--- src/sv/frp_pkg.sv ---
package frp_pkg;

    localparam logic [7:0] CH_N  = 8'h4E;
    localparam logic [7:0] CH_GT = 8'h3E;
    localparam logic [7:0] CH_NL = 8'h0A;

    localparam logic [7:0] CH_PRINT_LO = 8'h20;
    localparam logic [7:0] CH_PRINT_HI = 8'h7E;
    localparam logic [7:0] CH_UPPER_LO = 8'h41;
    localparam logic [7:0] CH_UPPER_HI = 8'h5A;
    localparam logic [7:0] CH_LOWER_LO = 8'h61;
    localparam logic [7:0] CH_LOWER_HI = 8'h7A;

    localparam int APB_ADDR_W = 3;
    localparam logic REG_MIN_LENGTH = 1'b0;

    typedef enum logic [1:0] {
        KIND_NAME = 2'd0,
        KIND_BASE = 2'd1,
        KIND_END  = 2'd2
    } item_kind_t;

    typedef struct packed {
        logic        in_header;
        logic [15:0] name_count;
        logic [31:0] base_count;
        logic [15:0] record_count;
    } frp_state_t;

    typedef struct packed {
        item_kind_t  kind;
        logic [7:0]  char_value;
        logic [15:0] record_index;
        logic [15:0] name_length;
        logic [31:0] base_length;
        logic        too_short;
    } frp_item_t;

    typedef struct packed {
        logic      valid;
        frp_item_t item;
    } frp_result_t;

endpackage

--- src/sv/frp_in_if.sv ---
interface frp_in_if;
    logic       valid;
    logic       ready;
    logic [7:0] in_byte;
    logic       end_of_input;

    modport source (output valid, output in_byte, output end_of_input, input ready);
    modport sink   (input valid, input in_byte, input end_of_input, output ready);
endinterface

--- src/sv/frp_out_if.sv ---
interface frp_out_if;
    logic        valid;
    logic        ready;
    logic [1:0]  item_kind;
    logic [7:0]  char_value;
    logic [15:0] record_index;
    logic [15:0] name_length;
    logic [31:0] base_length;
    logic        too_short;

    modport source (
        output valid, output item_kind, output char_value, output record_index,
        output name_length, output base_length, output too_short, input ready
    );
    modport sink (
        input valid, input item_kind, input char_value, input record_index,
        input name_length, input base_length, input too_short, output ready
    );
endinterface

--- src/sv/fasta_record_parser.sv ---
// An accepted byte is held in the input register, then its result is registered in the
// result register once the output register is free (input reg, result reg).
// Throughput: one byte per cycle; a stall on the output holds the input stage.
// Bytes that produce no result retire from the input stage without using the output register.
// Reset (rst_n low, async): header mode, all counts zero, min_length zero, both stages empty.
module fasta_record_parser
    import frp_pkg::*;
(
    input  logic                  clk,
    input  logic                  rst_n,
    frp_in_if.sink                in_ch,
    frp_out_if.source             out_ch,
    input  logic                  psel,
    input  logic                  penable,
    input  logic                  pwrite,
    input  logic [APB_ADDR_W-1:0] paddr,
    input  logic [31:0]           pwdata,
    output logic [31:0]           prdata,
    output logic                  pready
);

    logic [31:0] min_length_reg;

    logic        s1_valid_reg;
    logic [7:0]  s1_byte_reg;
    logic        s1_eoi_reg;

    frp_state_t  state_reg;
    frp_state_t  state_next;
    frp_result_t step_res;

    logic        out_valid_reg;
    frp_item_t   out_item_reg;

    logic        out_free;
    logic        s1_retire;
    logic        cfg_write;

    assign pready    = 1'b1;
    assign cfg_write = psel && penable && pwrite && pready && (paddr[2] == REG_MIN_LENGTH);
    assign prdata    = (paddr[2] == REG_MIN_LENGTH) ? min_length_reg : 32'd0;

    always_ff @(posedge clk or negedge rst_n)
    begin
        if (!rst_n)
        begin
            min_length_reg <= '0;
        end
        else if (cfg_write)
        begin
            min_length_reg <= pwdata;
        end
    end

    frp_step u_step (
        .state        (state_reg),
        .in_byte      (s1_byte_reg),
        .end_of_input (s1_eoi_reg),
        .min_length   (min_length_reg),
        .result       (step_res),
        .state_next   (state_next)
    );

    assign out_free    = !out_valid_reg || out_ch.ready;
    assign s1_retire   = s1_valid_reg && (!step_res.valid || out_free);
    assign in_ch.ready = !s1_valid_reg || s1_retire;

    always_ff @(posedge clk or negedge rst_n)
    begin
        if (!rst_n)
        begin
            s1_valid_reg <= 1'b0;
        end
        else if (in_ch.ready)
        begin
            s1_valid_reg <= in_ch.valid;
        end
    end

    always_ff @(posedge clk)
    begin
        if (in_ch.ready && in_ch.valid)
        begin
            s1_byte_reg <= in_ch.in_byte;
            s1_eoi_reg  <= in_ch.end_of_input;
        end
    end

    always_ff @(posedge clk or negedge rst_n)
    begin
        if (!rst_n)
        begin
            state_reg.in_header    <= 1'b1;
            state_reg.name_count   <= '0;
            state_reg.base_count   <= '0;
            state_reg.record_count <= '0;
        end
        else if (s1_retire)
        begin
            state_reg <= state_next;
        end
    end

    always_ff @(posedge clk or negedge rst_n)
    begin
        if (!rst_n)
        begin
            out_valid_reg <= 1'b0;
        end
        else if (out_free)
        begin
            out_valid_reg <= s1_valid_reg && step_res.valid;
        end
    end

    always_ff @(posedge clk)
    begin
        if (out_free && s1_valid_reg && step_res.valid)
        begin
            out_item_reg <= step_res.item;
        end
    end

    assign out_ch.valid        = out_valid_reg;
    assign out_ch.item_kind    = out_item_reg.kind;
    assign out_ch.char_value   = out_item_reg.char_value;
    assign out_ch.record_index = out_item_reg.record_index;
    assign out_ch.name_length  = out_item_reg.name_length;
    assign out_ch.base_length  = out_item_reg.base_length;
    assign out_ch.too_short    = out_item_reg.too_short;

    // end of input always closes the record and clears the counts
    assert property (@(posedge clk) disable iff (!rst_n)
        s1_retire && s1_eoi_reg |=>
            state_reg.in_header && state_reg.name_count == '0 && state_reg.base_count == '0)
    else $error("record not closed on end of input");

    assert property (@(posedge clk) disable iff (!rst_n)
        1'b1 |=> state_reg.record_count >= $past(state_reg.record_count))
    else $error("record count went backwards");

    assert property (@(posedge clk) disable iff (!rst_n)
        s1_retire && !s1_eoi_reg && !state_reg.in_header && s1_byte_reg != CH_GT
            |=> $stable(state_reg.name_count))
    else $error("name count changed in sequence mode");

    assert property (@(posedge clk) disable iff (!rst_n)
        out_valid_reg && out_item_reg.kind != KIND_END |->
            out_item_reg.name_length == '0 && out_item_reg.base_length == '0
            && !out_item_reg.too_short)
    else $error("character transfer carries summary fields");

    assert property (@(posedge clk) disable iff (!rst_n)
        out_valid_reg && out_item_reg.kind == KIND_END |-> out_item_reg.char_value == '0)
    else $error("summary transfer carries a character");

endmodule

--- src/sv/frp_step.sv ---
module frp_step
    import frp_pkg::*;
(
    input  frp_state_t  state,
    input  logic [7:0]  in_byte,
    input  logic        end_of_input,
    input  logic [31:0] min_length,
    output frp_result_t result,
    output frp_state_t  state_next
);

    logic printable;
    logic upper;
    logic lower;

    assign printable = (in_byte >= CH_PRINT_LO) && (in_byte <= CH_PRINT_HI);
    assign upper     = (in_byte >= CH_UPPER_LO) && (in_byte <= CH_UPPER_HI);
    assign lower     = (in_byte >= CH_LOWER_LO) && (in_byte <= CH_LOWER_HI);

    always_comb
    begin
        state_next               = state;
        result                   = '0;
        result.item.kind         = KIND_NAME;
        result.item.record_index = state.record_count;

        if (end_of_input || (!state.in_header && in_byte == CH_GT))
        begin
            result.valid            = 1'b1;
            result.item.kind        = KIND_END;
            result.item.name_length = state.name_count;
            result.item.base_length = state.base_count;
            result.item.too_short   = (state.base_count <= min_length);
            state_next.in_header    = 1'b1;
            state_next.name_count   = '0;
            state_next.base_count   = '0;
            if (state.record_count != '1)
            begin
                state_next.record_count = state.record_count + 16'd1;
            end
        end
        else if (state.in_header)
        begin
            if (in_byte == CH_NL)
            begin
                state_next.in_header = 1'b0;
            end
            else if (printable && in_byte != CH_GT)
            begin
                result.valid           = 1'b1;
                result.item.kind       = KIND_NAME;
                result.item.char_value = in_byte;
                if (state.name_count != '1)
                begin
                    state_next.name_count = state.name_count + 16'd1;
                end
            end
        end
        else if (upper || lower)
        begin
            result.valid           = 1'b1;
            result.item.kind       = KIND_BASE;
            result.item.char_value = lower ? CH_N : in_byte;
            if (state.base_count != '1)
            begin
                state_next.base_count = state.base_count + 32'd1;
            end
        end
    end

endmodule

--- src/flat_wrapper.sv ---
// flat-port wrapper written by rule: the top's interface ports become plain ports
module fasta_record_parser_flat import frp_pkg::*;
  (clk, rst_n, psel, penable, pwrite, paddr, pwdata, prdata, pready, in_ch_valid, in_ch_in_byte, in_ch_end_of_input, in_ch_ready, out_ch_valid, out_ch_item_kind, out_ch_char_value, out_ch_record_index, out_ch_name_length, out_ch_base_length, out_ch_too_short, out_ch_ready);
  frp_in_if in_ch_i ();
  frp_out_if out_ch_i ();
  input  logic clk;
  input  logic rst_n;
  input  logic psel;
  input  logic penable;
  input  logic pwrite;
  input  logic [APB_ADDR_W-1:0] paddr;
  input  logic [31:0] pwdata;
  output logic [31:0] prdata;
  output logic pready;
  input wire logic [$bits(in_ch_i.valid)-1:0] in_ch_valid;
  input wire logic [$bits(in_ch_i.in_byte)-1:0] in_ch_in_byte;
  input wire logic [$bits(in_ch_i.end_of_input)-1:0] in_ch_end_of_input;
  output wire logic [$bits(in_ch_i.ready)-1:0] in_ch_ready;
  output wire logic [$bits(out_ch_i.valid)-1:0] out_ch_valid;
  output wire logic [$bits(out_ch_i.item_kind)-1:0] out_ch_item_kind;
  output wire logic [$bits(out_ch_i.char_value)-1:0] out_ch_char_value;
  output wire logic [$bits(out_ch_i.record_index)-1:0] out_ch_record_index;
  output wire logic [$bits(out_ch_i.name_length)-1:0] out_ch_name_length;
  output wire logic [$bits(out_ch_i.base_length)-1:0] out_ch_base_length;
  output wire logic [$bits(out_ch_i.too_short)-1:0] out_ch_too_short;
  input wire logic [$bits(out_ch_i.ready)-1:0] out_ch_ready;
  assign in_ch_i.valid = in_ch_valid;
  assign in_ch_i.in_byte = in_ch_in_byte;
  assign in_ch_i.end_of_input = in_ch_end_of_input;
  assign in_ch_ready = in_ch_i.ready;
  assign out_ch_valid = out_ch_i.valid;
  assign out_ch_item_kind = out_ch_i.item_kind;
  assign out_ch_char_value = out_ch_i.char_value;
  assign out_ch_record_index = out_ch_i.record_index;
  assign out_ch_name_length = out_ch_i.name_length;
  assign out_ch_base_length = out_ch_i.base_length;
  assign out_ch_too_short = out_ch_i.too_short;
  assign out_ch_i.ready = out_ch_ready;
  fasta_record_parser u_core (.clk(clk), .rst_n(rst_n), .in_ch(in_ch_i), .out_ch(out_ch_i), .psel(psel), .penable(penable), .pwrite(pwrite), .paddr(paddr), .pwdata(pwdata), .prdata(prdata), .pready(pready));
endmodule
--- config.mk ---
export PLATFORM = sky130hd
export DESIGN_NAME = fasta_record_parser_flat
export DESIGN_NICKNAME = d
export VERILOG_FILES = /design/src/sv/frp_pkg.sv /design/src/sv/frp_in_if.sv /design/src/sv/frp_out_if.sv /design/src/sv/fasta_record_parser.sv /design/src/sv/frp_step.sv /design/src/flat_wrapper.sv
export SDC_FILE = /design/constraint.sdc
export NUM_CORES = 1
export LEC_CHECK = 0
export ABC_AREA = 1
export BUFFER_PORTS_ARGS = -buffer_cell sky130_fd_sc_hd__buf_2
export CORE_ASPECT_RATIO = 1.5
export CORE_MARGIN = 2
export CORE_UTILIZATION = 57
export CTS_CLUSTER_SIZE = 28
export DETAILED_ROUTE_END_ITERATION = 7
export PLACE_DENSITY = 0.81
export SYNTH_ARGS = -nofsm -noshare
export SYNTH_HDL_FRONTEND = slang
export SYNTH_SLANG_ARGS = --single-unit
--- constraint.sdc ---
create_clock -name clk -period 5.5 [get_ports clk]
set_input_delay 0.825 -clock clk [delete_from_list [all_inputs] [get_ports clk]]
set_output_delay 0.825 -clock clk [all_outputs]
set_load 0.02 [all_outputs]
==> impl_metrics.ini, run 1 <==
[run_status]
status = completed

[synthesis]
synth-seq-area-share = 0.503
synth.top_cell.area_share = 0.254
synth-edff-count = 84
synth.largest_area_cell = edfxtp_1
synth_cell_types = 37
yosysWarnings = 0
synthFlopType = dfrtp_1
netlist_area_um2 = 9940
async_flop_share = 0.541
ys_ff_latch = 183
synth_nets = 1306
netlist_top_cells_area = edfxtp_1 25%, dfrtp_1 25%, nand2_1 11%
syn_area_per_cell_um2 = 8.15
synthCells = 1220

[cts]
cts_tree = done
cts_resized = 0
clock_path_buffers = 2
clkSlewWorstSetupHoldPaths_ns = 0.07
cts_setup_buffers = 0
clock_latency_ns = 0.45
htree_num_levels = 4
hold_buffers = 0
cts_buffers = 17
cts-root-buf = clkbuf_16
cts_sinks = 183

[setup_path]
worstSetupPathType = reg2out
crit_fanout = 55
cp-start-kind = flop
cp.arrival_ns = 3.02
worstReg2RegEnd = u_core.state_reg[38]$_DFFE_PN0P_
r2r-start = u_core.state_reg[64]$_DFFE_PN1P_
rrSetupSlack_ns = 1.79
worstPathRequired_ns = 4.68
critPathCaptureType = output pin
r2r_cells = 11

[detailed_routing]
drt_iter0_drc = 532
drt_pass1_iterations = 5
drc_errors = 0
routed_via_density = 5.50
route.detailed.wl_per_inst_um = 16.1
postRouteAntennaNets = 0
vias = 8691
wirelength_um = 25500

[cells_and_area]
drive_gt1_frac = 0.160
largest_reg_flops = 65
fin_nets = 1439
area_growth_pct = 14.7
post-route-util = 0.663
fillers = 1482
n_antenna_cell = 0

[placement]
port-buffer-count = 157
gp_congestion = 0.992
dp_hpwl_um = 17600

[grt]
grtUsageTotal = 0.281
overflow = 0
antenna_found_initial = 0
grt_pass1_vias = 8598
grt_max_degree = 69
grt_pass1_wl_um = 41400

[die]
coreArea_um2 = 17200
rows = 59
dieArea_um2 = 18500
fp.dieH_um = 166
ios = 161
die_w_um = 112
start_util = 0.578

[sta]
worst_slew_pin_slew_ns = 0.914
hold_viol = 0
finClkSkew_ns = 0.00820
max_freq_ghz = 0.260
slew_headroom = 0.389
setup-violations-final = 0
maxSlewViolCount = 0
final.setup.tns_ns = 0
period_share = 0.699
rsz0062_at_grt = no
fin_crit_ns = 3.84

[pwr]
powerDensity_nw_per_um2 = 318
vdd_ir_drop_max_mv = 0.202
power.leakage_nw = 5.33

[flow_run]
maxCapViolations = 0

[worst_hold_path]
holdCritPathClass = in2async
-- worst max path at each step --
| stage | startpoint | end | slack (ns) |
|---|---|---|---|
| 2_1_floorplan | u_core.s1_byte_reg[7]$_DFFE_PP_ | u_core.out_ch.base_length[0]$_SDFFCE_PP0P_ | 0.61 |
| 3_3_place_gp | u_core.state_reg[64]$_DFFE_PN1P_ | u_core.state_reg[44]$_DFFE_PN0P_ | 1.91 |
| 3_5_place_dp | u_core.s1_byte_reg[7]$_DFFE_PP_ | u_core.out_ch.base_length[4]$_SDFFCE_PP0P_ | 1.83 |
| 4_1_cts | u_core.state_reg[64]$_DFFE_PN1P_ | in_ch_ready | 1.65 |
| 5_1_grt | u_core.s1_byte_reg[6]$_DFFE_PP_ | u_core.state_reg[34]$_DFFE_PN0P_ | 1.46 |
| 6_report | u_core.state_reg[64]$_DFFE_PN1P_ | in_ch_ready | 1.66 |
-- worst max-delay path: stages, from the launching register on --
cell     delay (ns)
dfstp_2        0.70
inv_2          0.17
nand3_2        0.12
nand2_4        0.34
inv_4          0.64
nand2_1        0.13
inv_2          0.09
nand2_4        0.06
nand3_1        0.11
buf_2          0.19
-- routing by layer --
metal	share of wire	global-route usage	vias to the layer above
met3	0.051	0.0515	86
met1	0.38	0.314	4040
met2	0.52	0.494	299
met4	0.053	0.167	0
li1	-	-	4266
met5	0	0	-
-- cells in the mapped netlist, types with 2 or more instances --
cell and instances:
inv_1 132, inv_2 5, conb_1 2, nor3_1 42
xnor2_1 3, nand2_1 288, a21oi_1 58, nand2_4 3
edfxtp_1 84, nand3_2 3, nand4_1 83, xor2_1 22
buf_4 9, ha_1 35, nor2_2 3, nand2_2 5
nor4_1 7, buf_1 6, o21ai_0 10, buf_6 2
dfrtp_1 98, clkbuf_1 24, o21a_1 3, nand3_1 49
nor2_1 224, a211oi_1 3, buf_2 7
-- where the power goes --
part | total [mW] | internal, mW | switching [mW]
clock | 1.24 | 0.686 | 0.553
combinational | 0.690 | 0.194 | 0.495
sequential | 1.70 | 1.60 | 0.0963
-- layout make-up --
type                    count  area (um^2)  share of cell area
inverters                 138          520              0.0456
multi-input cells         851         4190               0.368
clock buffers              19          443              0.0388
clock inverters            13          144              0.0126
well taps                 213          267              0.0234
repair buffers            162          838              0.0735
flip-flops and latches    183         5000               0.439
-- cell usage in the layout, fill, tap and decap left out, drive strengths merged --
| cell | instances |
|---|---|
| a21oi | 59 |
| clkinvlp | 3 |
| o21bai | 1 |
| a31oi | 1 |
| o21a | 3 |
| dfrtp | 98 |
| xnor2 | 3 |
| clkbuf | 19 |
| ha | 35 |
| clkinv | 4 |
| nor2 | 227 |
| a211oi | 3 |
| buf | 162 |
| nand4 | 83 |
| o211ai | 1 |
| nor3b | 1 |
| dfstp | 1 |
| conb | 2 |
| o21ai | 11 |
| nor4 | 7 |
| inv | 142 |
| nand2 | 296 |
| edfxtp | 84 |
| nand3 | 53 |
| bufinv | 2 |
| or2 | 1 |
| xor2 | 22 |
| nor3 | 42 |
-- metrics by stage --
| step | setup slack, ns | cell area (um^2) | total power, mW | cells | hold slack, ns |
|---|---|---|---|---|---|
| 3_3_place_gp | 1.91 | 10800 | 2.38 | 1547 | 0.474 |
| 2_1_floorplan | 0.609 | 9940 | 2.18 | 1220 | 0.447 |
| 4_1_cts | 1.65 | 11400 | 3.63 | 1579 | 0.433 |
| 3_5_place_dp | 1.83 | 10800 | 2.41 | 1547 | 0.472 |
| 5_1_grt | 1.46 | 11400 | 3.77 | 1579 | 0.459 |
| 6_report | 1.66 | 11400 | 3.62 | 1579 | 0.407 |
-- cells by family (layout without fill, tap and decap cells) --
kind of cell    after synthesis  in the layout  share of synthesized area
other cells                   2              2                   0.000755
simple gates                710            710                      0.310
xor+xnor                     25             25                     0.0220
flops                       183            183                      0.503
buf+inv                     186            332                     0.0762
fa+ha+maj                    35             35                     0.0440
compound gates               79             79                     0.0438
(Power assumes the default switching activity.)
==> run 2: changes to the inputs <==
--- a/config.mk
+++ b/config.mk
@@ -9,10 +9,10 @@
 export BUFFER_PORTS_ARGS = -buffer_cell sky130_fd_sc_hd__buf_2
 export CORE_ASPECT_RATIO = 1.5
 export CORE_MARGIN = 2
-export CORE_UTILIZATION = 57
+export CORE_UTILIZATION = 52
 export CTS_CLUSTER_SIZE = 28
 export DETAILED_ROUTE_END_ITERATION = 7
-export PLACE_DENSITY = 0.81
+export PLACE_DENSITY = 0.78
 export SYNTH_ARGS = -nofsm -noshare
 export SYNTH_HDL_FRONTEND = slang
 export SYNTH_SLANG_ARGS = --single-unit
==> constraint.sdc (replaced) <==
create_clock -name clk -period 3.25 [get_ports clk]
set_input_delay 0.4875 -clock clk [delete_from_list [all_inputs] [get_ports clk]]
set_output_delay 0.4875 -clock clk [all_outputs]
set_load 0.02 [all_outputs]
==> run 2 against run 1 <==
  * First-iteration DRC count up 6.2%
  * Final cell count up 3.0%
  * Critical path type unchanged
  * Non-clock buffer count up 5
  * Design area up 1.1%
==> impl_metrics.ini, run 2 (same netlist as run 1, synthesis figures left out) <==
[setup_path]
cp-start-kind = flop
crit_end = in_ch_ready
cp.depth = 8
worstReg2RegEnd = u_core.state_reg[3]$_DFFE_PN0P_
slowest_delay_ns = 0.69
worstSetupPathType = reg2out
rrSetupSlack_ns = 0.58
cp.arrival_ns = 2.28
r2r_cells = 13
cp_slowest_cell = dfstp_2
critPathCaptureType = output pin
cp_top_family = flip-flops
crit_chain = inv_2, a21oi_1, nand4_1, nand2_1, inv_2, nand2_4, nand3_1, buf_2
worstPathRequired_ns = 2.76
cp-startpoint = u_core.state_reg[64]$_DFFE_PN1P_
critical_path_buf_inv_count = 3
crit_fanout = 11
crit_top_cell = inv_2
r2r-start = u_core.s1_byte_reg[6]$_DFFE_PP_

[detailed_routing]
wirelength_um = 26000
drc_errors = 0
vias = 8616
postRouteAntennaNets = 0
drt_pass1_iterations = 7
drt_iter0_drc = 565
route.detailed.wl_per_inst_um = 16.0
routed_via_density = 5.30

[pwr]
power.leakage_nw = 5.37
powerDensity_nw_per_um2 = 533
vdd_ir_drop_max_mv = 0.472

[die]
rows = 62
start_util = 0.525
fp.dieH_um = 173
ios = 161
die_w_um = 117
coreArea_um2 = 18900
dieArea_um2 = 20300

[sta]
hold_slack_ns = 0.0529
maxSlewViolCount = 0
setup-violations-final = 0
period_share = 0.850
finClkSkew_ns = 0.00882
max_freq_ghz = 0.362
hold_viol = 0
rsz0062_at_grt = no
final.setup.tns_ns = 0
slew_headroom = 0.511
worst_slew_pin_slew_ns = 0.733
fin_crit_ns = 2.76

[cells_and_area]
fin_nets = 1444
area_growth_pct = 16.0
n_antenna_cell = 0
fillers = 1719
stdcell_count = 1627
largest_reg_flops = 65
drive_gt1_frac = 0.163
final_cell_mix = 288 x nand2_1, 223 x nor2_1, 156 x buf_2, 132 x inv_1, 97 x dfrtp_1
postLayoutCellArea_um2 = 11500
mostFrequentLayoutCell = nand2_1

[placement]
placedCellCount = 1595
place_area_um2 = 10900
gp_congestion = 0.936
port-buffer-count = 157
dp_hpwl_um = 18400

[cts]
cts-root-buf = clkbuf_16
cts_setup_buffers = 0
clkSlewWorstSetupHoldPaths_ns = 0.07
clock_latency_ns = 0.44
cts_buffers = 17
cts_resized = 0
htree_num_levels = 4
cts_tree = done
cts_sinks = 183
hold_buffers = 0
clock_path_buffers = 2

[worst_hold_path]
holdCritPathClass = in2async

[grt]
grt_pass1_vias = 8229
grt_pass1_wl_um = 40900
grtUsageTotal = 0.263
antenna_found_initial = 0
grt_max_degree = 72
overflow = 0

[run_status]
status = completed

[flow_run]
maxCapViolations = 0
## run 2: cell types whose count changed in the layout (fill, tap and decap cells not counted)
cell,change
bufinv_16,-1
clkbuf_16,+3
clkinv_2,+1
buf_4,+4
inv_6,-3
clkinvlp_4,-1
buf_12,+1
clkinv_1,+1
## run 2: how the worst min path moves through the flow
stage,startpoint,to,slack [ns],cells after the start
2_1_floorplan,rst_n,u_core.min_length_reg[0]$_DFFE_PN0P_,0.19,0
3_3_place_gp,u_core.state_reg[9]$_DFFE_PN0P_,u_core.out_ch.record_index[9]$_DFFE_PP_,0.47,0
3_5_place_dp,u_core.state_reg[9]$_DFFE_PN0P_,u_core.out_ch.record_index[9]$_DFFE_PP_,0.47,0
4_1_cts,rst_n,u_core.state_reg[52]$_DFFE_PN0P_,0.07,1
5_1_grt,rst_n,u_core.state_reg[55]$_DFFE_PN0P_,0.11,1
6_report,rst_n,u_core.state_reg[52]$_DFFE_PN0P_,0.05,1
## run 2: power by group
part	internal, mW	switching, mW	leakage (nW)
Clock	1.21	0.893	0.293
Sequential	2.71	0.158	2.07
Combinational	0.336	0.841	3.01
Total	4.25	1.89	5.37
## run 2: worst register-to-register path, delay by kind of cell (launching register included)
family	cells	cell delay, ns
AND/OR/NAND/NOR	10	1.50
buffers and inverters	3	0.64
flip-flops	1	0.41
## run 2: stage by stage
stage | setup slack [ns] | util | total power, mW
after floorplan | 0.442 | - | 3.69
final | 0.487 | 0.609 | 6.15
after detailed placement | 0.595 | 0.577 | 4.09
after CTS | 0.494 | 0.609 | 6.19
after global routing | 0.285 | 0.609 | 6.41
after global placement | 0.639 | 0.577 | 4.05
## run 2: area by class of cell
class	instances	area (um^2)	area share
repair buffers	167	888	0.0770
clock buffers	22	518	0.0449
multi-input cells	851	4190	0.364
inverters	138	520	0.0451
well taps	256	320	0.0278
clock inverters	10	88.8	0.00770
flip-flops and latches	183	5000	0.434
## run 2: per-layer routing
metal / track usage / vias to the layer above / wire length (um)
met5: 0 / - / 0
met4: 0.114 / 0 / 931
met3: 0.0409 / 42 / 1130
met2: 0.485 / 277 / 14100
met1: 0.290 / 4019 / 9800
li1: - / 4278 / -
